`src/sv/lbls_pkg.sv`:
```
`default_nettype none

package lbls_pkg;

    // Input transaction commands.
    typedef enum logic [1:0] {
        CMD_TICK     = 2'd0,
        CMD_SUBMIT   = 2'd1,
        CMD_RX_START = 2'd2,
        CMD_RX_DONE  = 2'd3
    } t_cmd;

    // Result transaction kinds.
    typedef enum logic [1:0] {
        KIND_ACCEPTED  = 2'd0,
        KIND_REJECTED  = 2'd1,
        KIND_LAUNCHED  = 2'd2,
        KIND_DELIVERED = 2'd3
    } t_kind;

    // Configuration register indexes.
    localparam logic [1:0] CFG_TE_TICKS        = 2'd0;
    localparam logic [1:0] CFG_BACKWARD_GAP_TE = 2'd1;
    localparam logic [1:0] CFG_FORWARD_GAP_TE  = 2'd2;
    localparam logic [1:0] CFG_RESP_WINDOW_TE  = 2'd3;

    // Register reset values.
    localparam logic [15:0] TE_TICKS_RESET     = 16'd417;
    localparam logic [7:0]  BACKWARD_GAP_RESET = 8'd3;
    localparam logic [7:0]  FORWARD_GAP_RESET  = 8'd22;
    localparam logic [7:0]  RESP_WINDOW_RESET  = 8'd22;

    // A reception spans the frame bits plus start and stop overhead, in bits.
    localparam logic [6:0] RX_OVERHEAD_BITS = 7'd3;

    // One frame as held in the transmit queue.
    typedef struct packed {
        logic [31:0] data;
        logic [5:0]  size;
        logic [7:0]  flags;
        logic        backward;
        logic [7:0]  tag;
    } t_frame;

    typedef struct packed {
        t_cmd        command;
        logic [31:0] frame_data;
        logic [5:0]  frame_size;
        logic [7:0]  frame_flags;
        logic        frame_backward;
        logic [7:0]  frame_tag;
    } t_in_item;

    typedef struct packed {
        t_kind       result_kind;
        logic [31:0] out_data;
        logic [5:0]  out_size;
        logic [7:0]  out_flags;
        logic [7:0]  out_tag;
        logic        is_echo;
        logic        is_collision;
        logic        is_backward;
        logic [3:0]  queue_count;
    } t_out_item;

endpackage

`default_nettype wire

```
`src/sv/lbls_tx_queue.sv`:
```
`default_nettype none

module lbls_tx_queue
    import lbls_pkg::*;
#(
    parameter int DEPTH = 8
) (
    input  wire                         i_clk,
    input  wire                         i_rst_n,
    input  wire                         i_push,
    input  wire t_frame                 i_push_frame,
    input  wire                         i_pop,
    output t_frame                      o_head_frame,
    output logic [$clog2(DEPTH+1)-1:0]  o_count,
    output logic                        o_full
);

    localparam int AW = (DEPTH > 1) ? $clog2(DEPTH) : 1;
    localparam int CW = $clog2(DEPTH + 1);

    t_frame          r_mem [DEPTH];
    t_frame          r_head_frame;
    logic [AW-1:0]   r_head, n_head;
    logic [AW-1:0]   r_tail, n_tail;
    logic [CW-1:0]   r_count, n_count;

    assign o_head_frame = r_head_frame;
    assign o_count      = r_count;
    assign o_full       = (r_count == CW'(DEPTH));

    // Pointer advance with wrap at the queue depth.
    always_comb begin
        n_head  = r_head;
        n_tail  = r_tail;
        n_count = r_count;
        if (i_pop) begin
            n_head = (r_head == AW'(DEPTH - 1)) ? '0 : r_head + 1'b1;
        end
        if (i_push) begin
            n_tail = (r_tail == AW'(DEPTH - 1)) ? '0 : r_tail + 1'b1;
        end
        if (i_push && !i_pop) begin
            n_count = r_count + 1'b1;
        end else if (i_pop && !i_push) begin
            n_count = r_count - 1'b1;
        end
    end

    always_ff @(posedge i_clk) begin
        if (!i_rst_n) begin
            r_head  <= '0;
            r_tail  <= '0;
            r_count <= '0;
        end else begin
            r_head  <= n_head;
            r_tail  <= n_tail;
            r_count <= n_count;
        end
    end

    // Frame storage; the tail entry is written on each push.
    always_ff @(posedge i_clk) begin
        if (i_push) begin
            r_mem[r_tail] <= i_push_frame;
        end
    end

    // Registered head read; a frame written into the next head slot is passed straight on.
    always_ff @(posedge i_clk) begin
        if (i_push && (r_tail == n_head)) begin
            r_head_frame <= i_push_frame;
        end else begin
            r_head_frame <= r_mem[n_head];
        end
    end

endmodule

`default_nettype wire

```
`src/sv/lighting_bus_link_sequencer_core.sv`:
```
`default_nettype none

// Link-layer sequencer for a two-wire lighting bus. Each input transaction is a
// tick, a frame submission, a receive-start notice or a received frame; it is
// captured in an input register, worked through against the queue and timing
// state once the output register is free or drained, and its result (if any) is
// placed in an output register. One transaction is taken every cycle while
// results are drained, so the sustained rate is one item per cycle, and each
// result reaches the output register straight from the input register; the rate
// is set by the state update of the single processing stage, which every item
// passes through in order. Configuration writes are always ready and take effect
// on the next cycle; they are to be made only while the block is idle.
module lighting_bus_link_sequencer_core
    import lbls_pkg::*;
#(
    parameter int QUEUE_DEPTH    = 8,
    parameter int MAX_FRAME_BITS = 32
) (
    input  wire         i_clk,
    input  wire         i_rst_n,
    input  wire         i_in_valid,
    output logic        o_in_ready,
    input  wire t_in_item i_in,
    output logic        o_out_valid,
    input  wire         i_out_ready,
    output t_out_item   o_out,
    input  wire         i_cfg_valid,
    output logic        o_cfg_ready,
    input  wire [1:0]   i_cfg_index,
    input  wire [15:0]  i_cfg_data
);

    localparam int          CW       = $clog2(QUEUE_DEPTH + 1);
    localparam logic [5:0]  MaxBits  = 6'(MAX_FRAME_BITS);

    // Configuration registers.
    logic [15:0] r_te_ticks;
    logic [7:0]  r_backward_gap;
    logic [7:0]  r_forward_gap;
    logic [7:0]  r_resp_window;

    // Input stage.
    logic        r_in_valid;
    t_in_item    r_in;
    logic [23:0] r_rx_span;
    logic [22:0] rx_bits_ticks;

    // Output stage.
    logic        r_out_valid, n_out_valid;
    t_out_item   r_out, n_out;

    // Link state.
    t_frame      r_cur, n_cur;
    logic        r_sending, n_sending;
    logic        r_bus_rx, n_bus_rx;
    logic        r_awaiting, n_awaiting;
    logic [31:0] r_deadline, n_deadline;
    logic [31:0] r_time, n_time;
    logic [31:0] r_last_rx, n_last_rx;

    // Queue interface.
    logic          q_push, q_pop, q_full;
    t_frame        q_head, q_push_frame;
    logic [CW-1:0] q_count;

    logic        proc;
    logic [23:0] gap_ticks;
    logic [23:0] window_ticks;
    logic [31:0] time_tick;
    logic [31:0] rx_start;
    logic [31:0] since_rx;
    logic [31:0] to_deadline;
    logic [7:0]  gap_te;

    assign o_cfg_ready = 1'b1;
    assign proc        = r_in_valid && (!r_out_valid || i_out_ready);
    assign o_in_ready  = !r_in_valid || proc;
    assign o_out_valid = r_out_valid;
    assign o_out       = r_out;

    // Configuration register writes.
    always_ff @(posedge i_clk) begin
        if (!i_rst_n) begin
            r_te_ticks     <= TE_TICKS_RESET;
            r_backward_gap <= BACKWARD_GAP_RESET;
            r_forward_gap  <= FORWARD_GAP_RESET;
            r_resp_window  <= RESP_WINDOW_RESET;
        end else if (i_cfg_valid) begin
            unique case (i_cfg_index)
                CFG_TE_TICKS:        r_te_ticks     <= i_cfg_data;
                CFG_BACKWARD_GAP_TE: r_backward_gap <= i_cfg_data[7:0];
                CFG_FORWARD_GAP_TE:  r_forward_gap  <= i_cfg_data[7:0];
                CFG_RESP_WINDOW_TE:  r_resp_window  <= i_cfg_data[7:0];
            endcase
        end
    end

    // Input capture; the reception span (size + 3) * 2 TE is formed here.
    always_ff @(posedge i_clk) begin
        if (!i_rst_n) begin
            r_in_valid <= 1'b0;
        end else if (o_in_ready) begin
            r_in_valid <= i_in_valid;
        end
    end

    assign rx_bits_ticks = 23'({1'b0, i_in.frame_size} + RX_OVERHEAD_BITS)
                           * 23'(r_te_ticks);

    always_ff @(posedge i_clk) begin
        if (i_in_valid && o_in_ready) begin
            r_in      <= i_in;
            r_rx_span <= {rx_bits_ticks, 1'b0};
        end
    end

    // Timing arithmetic for the transaction in the input register.
    assign gap_te       = q_head.backward ? r_backward_gap : r_forward_gap;
    assign gap_ticks    = 24'(gap_te) * 24'(r_te_ticks);
    assign window_ticks = 24'(r_resp_window) * 24'(r_te_ticks);
    assign time_tick    = r_time + 32'd1;
    assign since_rx     = time_tick - r_last_rx;
    assign rx_start     = r_time - {8'd0, r_rx_span};
    assign to_deadline  = r_deadline - rx_start;

    assign q_push_frame = '{data:     r_in.frame_data,
                            size:     r_in.frame_size,
                            flags:    r_in.frame_flags,
                            backward: r_in.frame_backward,
                            tag:      r_in.frame_tag};

    // Processing of one transaction: state update and result formation.
    always_comb begin
        n_cur       = r_cur;
        n_sending   = r_sending;
        n_bus_rx    = r_bus_rx;
        n_awaiting  = r_awaiting;
        n_deadline  = r_deadline;
        n_time      = r_time;
        n_last_rx   = r_last_rx;
        q_push      = 1'b0;
        q_pop       = 1'b0;
        n_out_valid = r_out_valid && !i_out_ready;
        n_out       = r_out;

        if (proc) begin
            n_out_valid = 1'b0;
            n_out       = '0;
            n_out.queue_count = 4'(q_count);
            unique case (r_in.command)
                CMD_TICK: begin
                    n_time = time_tick;
                    if ((q_count != '0) && !r_sending && !r_bus_rx
                            && (since_rx >= {8'd0, gap_ticks})) begin
                        q_pop       = 1'b1;
                        n_cur       = q_head;
                        n_sending   = 1'b1;
                        n_awaiting  = 1'b0;
                        n_out_valid = 1'b1;
                        n_out.result_kind = KIND_LAUNCHED;
                        n_out.out_data    = q_head.data;
                        n_out.out_size    = q_head.size;
                        n_out.out_flags   = q_head.flags;
                        n_out.out_tag     = q_head.tag;
                        n_out.is_backward = q_head.backward;
                        n_out.queue_count = 4'(q_count - 1'b1);
                    end
                end
                CMD_SUBMIT: begin
                    n_out_valid = 1'b1;
                    if ((r_in.frame_size > MaxBits) || q_full) begin
                        n_out.result_kind = KIND_REJECTED;
                    end else begin
                        q_push            = 1'b1;
                        n_out.result_kind = KIND_ACCEPTED;
                        n_out.queue_count = 4'(q_count + 1'b1);
                    end
                end
                CMD_RX_START: begin
                    n_bus_rx = 1'b1;
                end
                CMD_RX_DONE: begin
                    n_out_valid = 1'b1;
                    n_out.result_kind = KIND_DELIVERED;
                    n_out.out_data    = r_in.frame_data;
                    n_out.out_size    = r_in.frame_size;
                    n_out.out_flags   = r_in.frame_flags;
                    n_out.out_tag     = r_in.frame_tag;
                    // A reply that started by the deadline counts as backward.
                    if (r_awaiting) begin
                        if (!to_deadline[31]) begin
                            n_out.is_backward = 1'b1;
                            n_out.out_tag     = r_cur.tag;
                        end
                        n_awaiting = 1'b0;
                    end
                    // While sending, the reception is our echo or a collision.
                    if (r_sending) begin
                        n_out.out_tag = r_cur.tag;
                        if ((r_cur.data == r_in.frame_data)
                                && (r_cur.size == r_in.frame_size)) begin
                            n_out.out_flags = r_in.frame_flags | r_cur.flags;
                            n_out.is_echo   = 1'b1;
                            if (r_cur.backward) begin
                                n_out.is_backward = 1'b1;
                            end
                            n_awaiting = 1'b1;
                            n_deadline = r_time + {8'd0, window_ticks};
                        end else begin
                            n_out.is_collision = 1'b1;
                            n_out.out_data     = '0;
                            n_out.out_size     = '0;
                        end
                    end
                    n_sending = 1'b0;
                    n_bus_rx  = 1'b0;
                    n_last_rx = r_time;
                end
            endcase
        end
    end

    always_ff @(posedge i_clk) begin
        if (!i_rst_n) begin
            r_out_valid <= 1'b0;
            r_cur       <= '0;
            r_sending   <= 1'b0;
            r_bus_rx    <= 1'b0;
            r_awaiting  <= 1'b0;
            r_deadline  <= '0;
            r_time      <= '0;
            r_last_rx   <= '0;
        end else begin
            r_out_valid <= n_out_valid;
            r_cur       <= n_cur;
            r_sending   <= n_sending;
            r_bus_rx    <= n_bus_rx;
            r_awaiting  <= n_awaiting;
            r_deadline  <= n_deadline;
            r_time      <= n_time;
            r_last_rx   <= n_last_rx;
        end
    end

    // Result payload register.
    always_ff @(posedge i_clk) begin
        r_out <= n_out;
    end

    lbls_tx_queue #(
        .DEPTH (QUEUE_DEPTH)
    ) u_tx_queue (
        .i_clk        (i_clk),
        .i_rst_n      (i_rst_n),
        .i_push       (q_push),
        .i_push_frame (q_push_frame),
        .i_pop        (q_pop),
        .o_head_frame (q_head),
        .o_count      (q_count),
        .o_full       (q_full)
    );

endmodule

`default_nettype wire
```
`config.mk`:
```
export PLATFORM = sky130hd
export DESIGN_NAME = lighting_bus_link_sequencer_core
export DESIGN_NICKNAME = d
export VERILOG_FILES = /design/src/sv/lbls_pkg.sv /design/src/sv/lbls_tx_queue.sv /design/src/sv/lighting_bus_link_sequencer_core.sv
export SDC_FILE = /design/constraint.sdc
export NUM_CORES = 2
export LEC_CHECK = 0
export ABC_AREA = 0
export BUFFER_PORTS_ARGS = -buffer_cell sky130_fd_sc_hd__buf_4
export CAP_MARGIN = 20
export CORE_MARGIN = 3
export CORE_UTILIZATION = 30
export DETAILED_ROUTE_END_ITERATION = 6
export MAX_ROUTING_LAYER = met4
export PLACE_DENSITY = 0.46
export REMOVE_ABC_BUFFERS = 1
export SYNTH_ARGS = -nofsm -noshare
export SYNTH_HDL_FRONTEND = slang
export SYNTH_SLANG_ARGS = --single-unit
```
`constraint.sdc`:
```
create_clock -name i_clk -period 8.99 [get_ports i_clk]
set_clock_uncertainty 0.05 [all_clocks]
set_input_delay 0.4495 -clock i_clk [delete_from_list [all_inputs] [get_ports i_clk]]
set_output_delay 0.4495 -clock i_clk [all_outputs]
set_load 0.05 [all_outputs]
```
==> metrics <==
run status complete, no violations; total of max-cap violations 0; layout net count 4726; vias in the first global route 30900; number of placement rows approximately 140; Wirelength per Cell 19.9 microns; CTS root buf clkbuf_16; Initial DRT Pass Iterations 6; Max stage delay on crit path 0.55 ns; share of synthesized area occupied by flip-flops and latches 46.5%; number of buffers and inverters on the critical path 8; sum of overflow across all layers after global routing 0; final hold violation count 0; crit path max-delay cell type fa_1; setup repair after global routing missed its margin false; total of buffers placed on input and output ports 144; Worst Setup Path Type flip-flop to flip-flop; Initial Util 30.2%; detailed-route DRC error count 0; height of the die 400 microns; post-DP HPWL roughly 84000 microns; count of synthesis-stage warnings from yosys 0; final number of max-transition violations 0; area added between synthesis and finish 15.8%; final setup violation count 0; filler cell count 15400; cell family contributing the most delay on the critical path adder cells; ys async rst share 0%; Yosys reg bits 792; leading cell types by total area after synthesis edfxtp_1 (38%), fa_1 (12%), dfxtp_1 (9.0%); clock sinks a little under 800; via-per-instance ratio about 4.7; cell accounting for the most synthesized area edfxtp_1; minimum hold slack between 0.09 and 0.1 ns; post-detailed-route count of antenna-violating nets 0; worst skew pair latency ~0.69 ns; global-route wire length before repair 193000 microns; maximum number of pins on one net before global-route repair 83; number of violations reported at the end of detailed-routing iteration 0 1778; share of layout cells above drive strength 1 12.4%; Critical Path AT around 9 ns; DIE AREA 160000 sq um; required time of the worst setup path 9.49 ns; maximum VDD drop 164 uV; Lkg Pwr 21.5 nW; number of antenna violations at the first check in global routing 0; Max Buffers Root-to-Sink 3; gate count after technology mapping 3929; relative slew slack approximately 27%; most common cell in the synthesized netlist edfxtp_1; count of flip-flops with a built-in enable after synthesis 583; path category of the worst min-delay check input port to flip-flop; Core Area 154000 sq um; Synth top area share between 30% and 40%; global-route usage over all layers 16.2%; core occupancy in the finished layout 35.0%; number of buffers created by CTS 88; routability congestion estimate ~0.8; fmax 118 MHz; total number of vias ~30000; most common flop cell mapped by yosys edfxtp_1; commonest cells in the synthesized netlist edfxtp_1 (583), nand2_1 (516), inv_1 (456), fa_1 (283), ha_1 (238); crit start category flip-flop; slew at the pin closest to its max-slew limit 1.09 ns; fin crit share 94.2%; synthesized area per cell 11.9 sq um; post-synthesis instance area 46600 sq um; num ports 146; level count of the clock H-tree 3; clock-pin slew on the worst setup and hold paths 0.06 ns; TritonCTS clock tree yes; post-layout min period about 8.5 ns; Distinct cells, synth 77; horizontal die dimension 400 microns; worst-path maximum fanout 65; Power Dens Cells 169 nW/um^2; DRT Wirelength roughly 120000 microns; endpoint type of the worst setup path flip-flop
-- power by group --
part / internal, mW / switching, mW
Clock: 2.19 / 1.58
Sequential: 4.01 / 0.0806
Combinational: 0.520 / 0.768
Total: 6.72 / 2.43
-- worst register-to-register path: cells and delay by family (launching register included) --
kind                     cells  cell delay (ns)
AO/OA/AOI/OAI               11             2.07
XOR/XNOR                     1             0.14
adder cells (fa/ha/maj)      6             2.56
buffers and inverters        8             1.32
flip-flops                   1             0.37
multiplexers                 3             1.01
AND/OR/NAND/NOR              5             0.82
-- path summary, 6_finish.rpt --
check | slack (ns) | from | depth (start not counted) | end
worst max-delay path | 0.52 | flip-flop | 34 | r_cur[9]$_SDFFE_PN0P_
worst min-delay path | 0.09 | i_cfg_data[14] | 3 | r_te_ticks[14]$_SDFFE_PN0P_
worst max register to register | 0.52 | flip-flop | 34 | r_cur[9]$_SDFFE_PN0P_
worst min register to register | 0.41 | r_forward_gap[5]$_SDFFE_PN0P_ | 2 | r_forward_gap[5]$_SDFFE_PN0P_
-- layout by cell type, fill, tap and decap left out, drive strengths merged, types with 9 or more instances in the layout --
cell type / n
o22ai: 9
bufinv: 9
nand2b: 37
nor3: 40
o21bai: 11
o211ai: 11
nor2b: 82
xnor2: 136
a21boi: 81
a31oi: 17
o21a: 11
a21oi: 88
nand2: 517
dlygate4sd3: 72
nand4: 33
and2: 163
clkbuf: 120
mux2i: 80
dfxtp: 209
nor4: 9
and3: 27
a21o: 48
or3: 20
or2: 11
clkinv: 25
a211oi: 18
edfxtp: 583
xor2: 44
nand3: 51
inv: 462
o21ai: 112
o211a: 60
buf: 213
nor2: 72
ha: 238
fa: 283
mux4: 110
-- registers in the layout, indices dropped and copies added (netlist names), named ones only --
signal and flops:
r_in 2, r_in_valid 1, r_rx_span 23, r_resp_window 8
r_bus_rx 1, r_sending 1, q_push_frame 55, r_te_ticks 16
r_last_rx 32, u_tx_queue.o_count 4, r_backward_gap 8, o_out_valid 1
r_cur 55, r_awaiting 1, u_tx_queue.r_mem 440, u_tx_queue.r_tail 3
r_time 32, r_deadline 32, r_forward_gap 8, o_out 63
u_tx_queue.r_head 3
-- per-layer routing --
| layer | GRT usage, % | share of wire, % |
|---|---|---|
| met2 | 26.1 | 47 |
| met5 | - | 0 |
| met1 | 22.2 | 48 |
| met3 | 1.92 | 3.6 |
| met4 | 3.20 | 1.7 |
-- cell type report --
cell class                 instances  area [sq um]  area share, %
sequential                       792         21700           40.2
antenna                            1          2.50        0.00464
inverter                         456          1710           3.17
timing repair buffer             285          2380           4.41
clock buffer                     120          2440           4.53
tap                             2044          2560           4.74
clock inverter                    45           596           1.10
multi-input combinational       2502         22600           41.8
-- stage by stage --
step                      TNS [ns]  total power [mW]  setup slack (ns)  cells  instance area [sq um]
final                            0              9.15             0.523   6245                  54000
after global routing             0              9.61            0.0354   6244                  54000
after CTS                        0              9.30            0.0764   6242                  53900
after detailed placement         0              5.44             0.143   6005                  50200
after global placement           0              5.44             0.369   6005                  50200
after floorplan            -544.49              5.00             -5.22   3750                  45900
-- logic make-up (layout without fill, tap and decap cells) --
group / count (synthesis) / count (layout) / share of synthesized area [%]
other cells: 1 / 2 / 0.00804
mux: 198 / 198 / 7.23
compound gates: 520 / 520 / 7.80
simple gates: 1082 / 1082 / 11.3
flops: 792 / 792 / 46.5
buf+inv: 635 / 906 / 5.23
xor+xnor: 180 / 180 / 3.40
fa+ha+maj: 521 / 521 / 18.5
-- repair_timing --
item / 4_1_cts / 5_1_grt
hold endpoints to repair: 96 / 0
endpoints found under the setup margin: 0 / 76
hold buffers: 72 / 0
gates resized for setup: 0 / 6
buffers inserted: 0 / 1
Power figures use the tool's default switching activity.
